===== src/sv/dbd_pkg.sv =====
// Package for the days-between-dates block: field widths, item types and calendar tables.
package dbd_pkg;

  localparam int unsigned DAY_W     = 5;
  localparam int unsigned MONTH_W   = 4;
  localparam int unsigned YEAR_W    = 14;
  localparam int unsigned COUNT_W   = 22;
  localparam int unsigned DAYNUM_W  = 23;
  localparam int unsigned DAYOFF_W  = 9;
  localparam int unsigned DEF_MAX_YEAR = 9999;

  // Division by 100 as a multiply by a scaled reciprocal, exact for all 14-bit values.
  localparam int unsigned DIV100_MUL = 5243;
  localparam int unsigned DIV100_SH  = 19;
  localparam int unsigned RECIP_W    = YEAR_W + 13;
  localparam int unsigned QUOT_W     = RECIP_W - DIV100_SH;

  localparam logic [COUNT_W-1:0] COUNT_MAX = '1;

  // Month codes used by the tables.
  localparam logic [MONTH_W-1:0] MONTH_JAN = 4'd1;
  localparam logic [MONTH_W-1:0] MONTH_FEB = 4'd2;
  localparam logic [MONTH_W-1:0] MONTH_MAR = 4'd3;
  localparam logic [MONTH_W-1:0] MONTH_APR = 4'd4;
  localparam logic [MONTH_W-1:0] MONTH_MAY = 4'd5;
  localparam logic [MONTH_W-1:0] MONTH_JUN = 4'd6;
  localparam logic [MONTH_W-1:0] MONTH_JUL = 4'd7;
  localparam logic [MONTH_W-1:0] MONTH_AUG = 4'd8;
  localparam logic [MONTH_W-1:0] MONTH_SEP = 4'd9;
  localparam logic [MONTH_W-1:0] MONTH_OCT = 4'd10;
  localparam logic [MONTH_W-1:0] MONTH_NOV = 4'd11;
  localparam logic [MONTH_W-1:0] MONTH_DEC = 4'd12;

  typedef struct packed {
    logic [DAY_W-1:0]   day;
    logic [MONTH_W-1:0] month;
    logic [YEAR_W-1:0]  year;
  } dbd_date_t;

  typedef struct packed {
    logic [DAY_W-1:0]   start_day;
    logic [MONTH_W-1:0] start_month;
    logic [YEAR_W-1:0]  start_year;
    logic [DAY_W-1:0]   end_day;
    logic [MONTH_W-1:0] end_month;
    logic [YEAR_W-1:0]  end_year;
    logic               count_end_day;
  } dbd_in_t;

  typedef struct packed {
    logic [COUNT_W-1:0] day_count;
    logic               date_error;
  } dbd_out_t;

  // Length of a month in a common year; zero for a code that is no month.
  function automatic logic [DAY_W-1:0] month_len(input logic [MONTH_W-1:0] m);
    logic [DAY_W-1:0] len;
    unique case (m)
      MONTH_JAN, MONTH_MAR, MONTH_MAY, MONTH_JUL,
      MONTH_AUG, MONTH_OCT, MONTH_DEC:            len = 5'd31;
      MONTH_APR, MONTH_JUN, MONTH_SEP, MONTH_NOV: len = 5'd30;
      MONTH_FEB:                                  len = 5'd28;
      default:                                    len = '0;
    endcase
    return len;
  endfunction

  // Days in the common year before the first of the month.
  function automatic logic [DAYOFF_W-1:0] days_before(input logic [MONTH_W-1:0] m);
    logic [DAYOFF_W-1:0] off;
    unique case (m)
      MONTH_JAN: off = 9'd0;
      MONTH_FEB: off = 9'd31;
      MONTH_MAR: off = 9'd59;
      MONTH_APR: off = 9'd90;
      MONTH_MAY: off = 9'd120;
      MONTH_JUN: off = 9'd151;
      MONTH_JUL: off = 9'd181;
      MONTH_AUG: off = 9'd212;
      MONTH_SEP: off = 9'd243;
      MONTH_OCT: off = 9'd273;
      MONTH_NOV: off = 9'd304;
      MONTH_DEC: off = 9'd334;
      default:   off = '0;
    endcase
    return off;
  endfunction

endpackage


===== src/sv/dbd_date.sv =====
// Date unit: checks one date and converts it to a day number (0001-01-01 is day 1).
module dbd_date #(
  parameter int unsigned MAX_YEAR = dbd_pkg::DEF_MAX_YEAR
) (
  input  dbd_pkg::dbd_date_t              date_i,
  output logic                            valid_o,
  output logic [dbd_pkg::DAYNUM_W-1:0]    day_num_o
);
  import dbd_pkg::*;

  localparam logic [YEAR_W+1:0] MaxYearC = (YEAR_W + 2)'(MAX_YEAR);

  logic [YEAR_W-1:0]  prev_year;
  logic [RECIP_W-1:0] year_prod;
  logic [RECIP_W-1:0] prev_prod;
  logic [QUOT_W-1:0]  year_q100;
  logic [QUOT_W-1:0]  prev_q100;
  logic [YEAR_W-1:0]  year_r100;
  logic               leap;
  logic [DAY_W-1:0]   len;
  logic               year_ok;
  logic               month_ok;
  logic               day_ok;

  // Quotients by 100 of the year and of the year before it.
  assign prev_year = date_i.year - YEAR_W'(1);
  assign year_prod = RECIP_W'(date_i.year) * RECIP_W'(DIV100_MUL);
  assign prev_prod = RECIP_W'(prev_year) * RECIP_W'(DIV100_MUL);
  assign year_q100 = year_prod[RECIP_W-1:DIV100_SH];
  assign prev_q100 = prev_prod[RECIP_W-1:DIV100_SH];
  assign year_r100 = date_i.year - YEAR_W'(year_q100) * YEAR_W'(100);

  // Leap when divisible by 4, except centuries that are not divisible by 400.
  assign leap = (date_i.year[1:0] == 2'b00) &&
                ((year_r100 != '0) || (year_q100[1:0] == 2'b00));

  // Range checks on year, month and day.
  assign year_ok  = (date_i.year != '0) && ({2'b00, date_i.year} <= MaxYearC);
  assign month_ok = (date_i.month != '0) && (date_i.month <= MONTH_DEC);
  assign len      = (date_i.month == MONTH_FEB && leap) ? 5'd29 : month_len(date_i.month);
  assign day_ok   = (date_i.day != '0) && (date_i.day <= len);
  assign valid_o  = year_ok && month_ok && day_ok;

  // Closed-form day number from the completed years, the month offset and the day.
  always_comb begin
    day_num_o = DAYNUM_W'(prev_year) * DAYNUM_W'(365)
              + DAYNUM_W'(prev_year[YEAR_W-1:2])
              - DAYNUM_W'(prev_q100)
              + DAYNUM_W'(prev_q100[QUOT_W-1:2])
              + DAYNUM_W'(days_before(date_i.month))
              + DAYNUM_W'(leap && (date_i.month > MONTH_FEB))
              + DAYNUM_W'(date_i.day);
  end

endmodule


===== src/sv/days_between_dates_core.sv =====
// Top level of the days-between-dates block: input register, two date units, result register.
// An item is taken at every clock edge where start is high; busy never rises, so items
// may follow one another in every cycle. The result for an item appears on result_o with
// done_o high for exactly one cycle, starting at the clock edge after the item was taken,
// and is captured at the edge after that; it must be taken then because the block cannot
// be stalled. The latency is fixed by the input register and the result register around
// the date conversion. day_count is the number of
// days from the first date to the second, zero when the first is not earlier, plus one when
// count_end_day is set and the count is nonzero; it saturates at the top of its 22 bits.
// An invalid day, month or year in either date raises date_error with a zero count.
module days_between_dates_core #(
  parameter int unsigned MAX_YEAR = dbd_pkg::DEF_MAX_YEAR
) (
  input  logic              clk_i,
  input  logic              rst_ni,
  input  logic              start,
  output logic              busy,
  input  dbd_pkg::dbd_in_t  in_item_i,
  output logic              done_o,
  output dbd_pkg::dbd_out_t result_o
);
  import dbd_pkg::*;

  logic                start_q;
  dbd_in_t             item_q;
  logic                done_q;
  dbd_out_t            result_q;
  dbd_out_t            result_d;
  dbd_date_t           first_date;
  dbd_date_t           second_date;
  logic                first_ok;
  logic                second_ok;
  logic [DAYNUM_W-1:0] first_num;
  logic [DAYNUM_W-1:0] second_num;
  logic [DAYNUM_W-1:0] diff;
  logic [DAYNUM_W:0]   count_full;

  // The block takes an item in every cycle.
  assign busy = 1'b0;

  // Input register.
  always_ff @(posedge clk_i or negedge rst_ni) begin
    if (!rst_ni) begin
      start_q <= 1'b0;
    end else begin
      start_q <= start && !busy;
    end
  end

  always_ff @(posedge clk_i) begin
    if (start && !busy) begin
      item_q <= in_item_i;
    end
  end

  assign first_date  = '{day: item_q.start_day, month: item_q.start_month,
                         year: item_q.start_year};
  assign second_date = '{day: item_q.end_day, month: item_q.end_month,
                         year: item_q.end_year};

  dbd_date #(.MAX_YEAR(MAX_YEAR)) u_first (
    .date_i   (first_date),
    .valid_o  (first_ok),
    .day_num_o(first_num)
  );

  dbd_date #(.MAX_YEAR(MAX_YEAR)) u_second (
    .date_i   (second_date),
    .valid_o  (second_ok),
    .day_num_o(second_num)
  );

  // Difference of day numbers, end-day adjustment and saturation.
  always_comb begin
    diff       = second_num - first_num;
    count_full = {1'b0, diff} + (DAYNUM_W + 1)'(item_q.count_end_day);
    result_d   = '{day_count: '0, date_error: 1'b0};
    if (!(first_ok && second_ok)) begin
      result_d.date_error = 1'b1;
    end else if (first_num < second_num) begin
      if (count_full > (DAYNUM_W + 1)'(COUNT_MAX)) begin
        result_d.day_count = COUNT_MAX;
      end else begin
        result_d.day_count = count_full[COUNT_W-1:0];
      end
    end
  end

  // Result register.
  always_ff @(posedge clk_i or negedge rst_ni) begin
    if (!rst_ni) begin
      done_q <= 1'b0;
    end else begin
      done_q <= start_q;
    end
  end

  always_ff @(posedge clk_i) begin
    if (start_q) begin
      result_q <= result_d;
    end
  end

  assign done_o   = done_q;
  assign result_o = result_q;

endmodule


===== config.mk =====
export PLATFORM = sky130hd
export DESIGN_NAME = days_between_dates_core
export DESIGN_NICKNAME = d
export VERILOG_FILES = /design/src/sv/dbd_pkg.sv /design/src/sv/dbd_date.sv /design/src/sv/days_between_dates_core.sv
export SDC_FILE = /design/constraint.sdc
export NUM_CORES = 2
export LEC_CHECK = 0
export BUFFER_PORTS_ARGS = -buffer_cell sky130_fd_sc_hd__buf_4
export CORE_AREA = 2 2 164 327
export CTS_CLUSTER_SIZE = 16
export DETAILED_ROUTE_END_ITERATION = 10
export DIE_AREA = 0 0 166 329
export GPL_ROUTABILITY_DRIVEN = 0
export PLACE_DENSITY = 0.77
export SETUP_SLACK_MARGIN = 0.3
export SLEW_MARGIN = 20
export SYNTH_ARGS = -nofsm -noshare
export SYNTH_HDL_FRONTEND = slang
export SYNTH_SLANG_ARGS = --single-unit

===== constraint.sdc =====
create_clock -name clk_i -period 20.5 [get_ports clk_i]
set_input_delay 3.075 -clock clk_i [delete_from_list [all_inputs] [get_ports clk_i]]
set_output_delay 3.075 -clock clk_i [all_outputs]
set_load 0.05 [all_outputs]

After elaboration in Yosys (flattened, before gate mapping). Memory sizes are Yosys's and may differ from the RTL's. A register that Yosys moved wholly into a read port is not among the register bits. Cells that the tools add are included.

Add/sub/neg operators: 18. Multipliers: 8. Magnitude comparators: 10. Equal/unequal tests: 2. Muxes and demuxes: 8. Reductions and logical operators: 32.

Operators with widths (number): multiplier 14 x 13 -> 27 bit, second input constant (4); nonzero test 14 bit (4); adder 23 x 1 -> 23 bit (2); adder 23 x 12 -> 23 bit (2); adder 23 x 5 -> 23 bit (2); adder 23 x 6 -> 23 bit (2); adder 23 x 9 -> 23 bit (2); multiplier 14 x 9 -> 23 bit, second input constant (2); subtractor 23 x 8 -> 23 bit (2); less-or-equal comparator 14 bit, second input constant (2); subtractor 14 x 1 -> 14 bit, second input constant (2); subtractor 14 bit (2); adder 23 x 1 -> 24 bit (1); greater-than comparator 24 x 22 -> 1 bit, second input constant (1); multiplier 8 x 5 -> 12 bit, second input constant (2); < comparator 23 bit (1); subtractor 23 bit (1); 2-to-1 mux 22 bit (1); logical AND 1 bit (17); 2-to-1 mux 4 bit (4); less-or-equal comparator 5 bit (2); 2-to-1 mux 5 bit (2); nonzero test 5 bit (2); == test 4 x 2 -> 1 bit, second input constant (2); other kinds (7) (14).

Flip-flop bits (word level): 72. Memory bits (read-only): 448. Bits of input ports: 50. Output and inout bits: 25. Word-level logic and storage cells: 93. Memories kept: 4.

Memory list: (no name shown) (words 16, bits a word 9, read ports 1, clocked after memory_dff 1, wr ports 0, line dbd_pkg.sv:71) `unique case (m)`; (no name shown) (words 16, bits a word 9, read ports 1, clocked after memory_dff 1, wr ports 0, line dbd_pkg.sv:71); (no name shown) (words 16, bits a word 5, read ports 1, clocked after memory_dff 1, wr ports 0, line dbd_pkg.sv:58) `unique case (m)`; (no name shown) (words 16, bits a word 5, read ports 1, clocked after memory_dff 1, wr ports 0, line dbd_pkg.sv:58).

Logic depth before layout (Yosys ltp).
Depth in word-level cells: 13. Depth in mapped cells: 71. Gate-level depth less buffers: 69.

Hierarchy. Synthesis repeated with hierarchy kept, for this count alone.

Cells, all modules: 3137. Area, all modules: 30209.0 sq um.

By module, submodules not included: dbd_date at u_first (instances 1, cells an instance 1349, area each 12818.5 sq um, seq. area each 0.0 sq um); dbd_date at u_second (instances 1, cells an instance 1325, area each 12575.8 sq um, seq. area each 0.0 sq um); days_between_dates_core (instances 1, cells an instance 463, area each 4814.6 sq um, seq. area each 2152.1 sq um).

Worst setup path before layout. No wires, ideal clock.

Path type: reg-to-reg. Start: reg item_q, in the netlist first_date[9]. End: reg result_q, in the netlist result_o[11], data pin. Setup time: 0.279 ns. Arrival: 15.500 ns. Data required time: 20.221 ns. Slack: 4.722 ns. Stages on the path, launching flop included: 70. Buffers on the path: 2. Clock period less this slack: 15.778 ns. Cell sequence: edfxtp_1 fa_1 ha_1 inv_1 fa_1 inv_1 fa_1 inv_1 fa_1 inv_1 ha_1 and2_1 a221o_1 a311o_1 a311o_1 a211oi_1 or2_2 clkbuf_1 [34 not listed] a21oi_1 a41oi_1 inv_1 o21ai_0 nand2b_1 xnor2_1 ha_1 nand2_1 o21ai_0 or3_1 a211oi_2 nor3_1 nor4_1 nand4_1 nor4b_2 and3_1 buf_2 a311oi_1.

Longest elaborated chain between the ends: 13. Elaborated cells on any way between the ends: 33. Classes of those cells: add/sub: 10; mul: 4; order compare: 4; mux: 2; reduce/logical: 13.

Ends and longest elaborated chain: start: declaration (line days_between_dates_core.sv:25) `dbd_in_t item_q;`; start signal: assignment (line days_between_dates_core.sv:52) `item_q <= in_item_i;`; branches (longest 13 deep; another with adder 23 x 1 -> 24 bit); end signal: assignment (line days_between_dates_core.sv:100) `result_q <= result_d;`; end: declaration (line days_between_dates_core.sv:27) `dbd_out_t result_q;`.

Parallel ways; which one is timed is not known. A chain may end at the register's enable or synchronous reset.

Final worst setup path.
Start: reg item_q, in the netlist first_date[12]. End: reg result_q, in the netlist result_o[11], data pin.

The elaborated chain is that of the path after synthesis.

==> qor.yml <==
placed_design:
  io_buffer_count: 73
  post-place-ws_ps: 3176
  dpl.hpwl_mm: 58.82
cts:
  root_buffer: "clkbuf_16"
  h-tree-depth: 3
  path_clk_slew_ps: 90
  cts_sinks: 96
  cts_setup_buffers: 0
  numCtsBuffers: 9
  clock_latency_ps: 380
  cts_resized: 0
  cts_tree: "done"
  clk_path_buf_depth: 2
  cts_hold_buf: 0
floorplan:
  die_w_um: 166
  coreArea_um2: 52260
  start_util: 0.5737
  io_pins: 75
  die_y_um: 329
  core.rowCount: 119
  die-area_um2: 54610
synthesis:
  synthArstFlopShare: 0.02083
  synth_nets: 4279
  synthFlopType: "edfxtp_1"
  synth_area_leaders: "ha_1 30%, fa_1 29%, inv_1 9.9%, edfxtp_1 7.0%, xnor2_1 3.1%"
  synth_top_area_share: 0.2992
  ys_seq_area_frac: 0.08781
  synth_cells: 3073
  synth-edff-count: 70
  avgSynthCellArea_um2: 9.756
  synth.distinct_cells: 89
  yosys_register_bits: 96
  syn_area_um2: 29980
  yosysWarnings: 0
  yosysTopAreaCell: "ha_1"
setup_path:
  setup.worst_path.start_class: "flip-flop"
  cp_data_arrival_time_ps: 17680
  cp_data_required_time_ps: 20680
  crit_end: "result_o[11]$_SDFFCE_PN0P_"
  r2r_end: "result_o[11]$_SDFFCE_PN0P_"
  r2r_start: "first_date[12]$_DFFE_PP_"
  slowest_stage: "edfxtp_1"
  slowest_delay_ps: 750
  cp.buffers_inverters: 9
  reg2reg_setup_slack_ps: 3000
  crit_family: "adder cells"
  worst_path_most_repeated_cell: "fa_1"
  worstSetupStartpoint: "first_date[12]$_DFFE_PP_"
  critPathCaptureType: "flip-flop"
  crit_type: "reg -> reg"
  reg2regPathDepth: 66
  path_max_fanout: 20
  critical_path_depth: 66
timing:
  rsz0062_at_grt: "false"
  period_minus_slack_ps: 17500
  final_hold_viol_count: 0
  slew_headroom: 0.2908
  tightest_slew_ps: 1034
  hold_slack_ps: 822.5
  fmax_ghz: 0.05714
  finalSetupViolCount: 0
  tns_ps: 0
  fin_crit_sh: 0.8537
  final.setup_skew_ps: 17.50
  worst_slack_ps: 2998
  drv_slew: 0
detailed_routing:
  wire_per_inst_um: 17.45
  drt_wl_total_mm: 66.80
  ant_nets: 0
  drtIter0Drc: 1177
  drc: 0
  dr.pass1.iters: 5
  vias: 21406
  viasPerCell: 5.592
grt:
  grt_use_total: 0.2552
  grt_pass1_wl_mm: 112.8
  grt_overflow: 0
  antenna_found_initial: 0
  grt_max_degree: 59
  first_global_vias: 22922
final_layout:
  drive_gt1_frac: 0.04869
  layout_commonest_cell: "inv_1"
  syn_to_final_growth_pct: 5.889
  antenna_cells: 0
  final_cell_mix: "788 x inv_1, 717 x ha_1, 439 x fa_1"
  nets: 4364
job:
  maxCapViolCount: 0
min_path:
  hp-class: "reg -> reg"
status:
  status: "finished, final reports clean"
[per-layer routing]
layer	routed length, um	GRT usage	up-vias	part of all wire
met2	33060	0.4557	556	0.49
met3	3448	0.02980	115	0.052
met5	0	0	-	0
li1	-	-	10220	-
met1	28270	0.3266	10515	0.42
met4	2021	0.07316	0	0.030
[logic make-up after synthesis]
logic type	share of synthesized area
adder cells (fa/ha/maj)	0.5924
buffers and inverters	0.1015
AND/OR/NAND/NOR	0.07212
AO/OA/AOI/OAI	0.09002
XOR/XNOR	0.04812
flip-flops	0.08781
multiplexers	0.007971
other	0.0001251
[worst register-to-register path, delay by kind of cell (launching register included)]
family	cells	cell delay (ps)
simple gates	16	3400
fa+ha+maj	19	7760
xor+xnor	2	380
compound gates	20	4570
flops	1	750
buf+inv	9	450
[synth_stat cells, types with 41 or more instances]
master / number
ha_1: 717
xor2_1: 56
nor2_1: 89
inv_1: 788
a21oi_1: 101
edfxtp_1: 70
nor3_1: 41
nand2_1: 108
xnor2_1: 105
fa_1: 439
nand3_1: 46
o21ai_0: 66
[through the flow]
step / std cells / instance area (um^2) / util
4_1_cts: 3828 / 31750 / 0.6074
3_5_place_dp: 3812 / 31450 / 0.6018
5_1_grt: 3828 / 31750 / 0.6074
6_report: 3828 / 31750 / 0.6074
2_1_floorplan: 3073 / 29980 / -
3_3_place_gp: 3812 / 31450 / 0.6018
[how the worst min path moves through the flow]
| stage | cells after the start | to | from | slack (ps) |
|---|---|---|---|---|
| after global placement | 2 | flip-flop | item_q[15]$_DFFE_PP_ | 780 |
| final | 2 | flip-flop | first_date[14]$_DFFE_PP_ | 820 |
| after global routing | 2 | flip-flop | first_date[14]$_DFFE_PP_ | 920 |
| after floorplan | 3 | flip-flop | first_date[17]$_DFFE_PP_ | 670 |
| after CTS | 2 | flip-flop | first_date[14]$_DFFE_PP_ | 820 |
| after detailed placement | 2 | flip-flop | first_date[14]$_DFFE_PP_ | 810 |
[area by class of cell]
type                    count  area [um^2]
clock inverters             7        71.32
well taps                 665        832.0
inverters                 788         2958
clock buffers               9        225.2
repair buffers             95        713.2
multi-input cells        2168        24310
fillers                  4224        20520
flip-flops and latches     96         2633
Power is not shown: default switching activity piles up to over one toggle a cycle in this logic, so the estimate is an artifact.
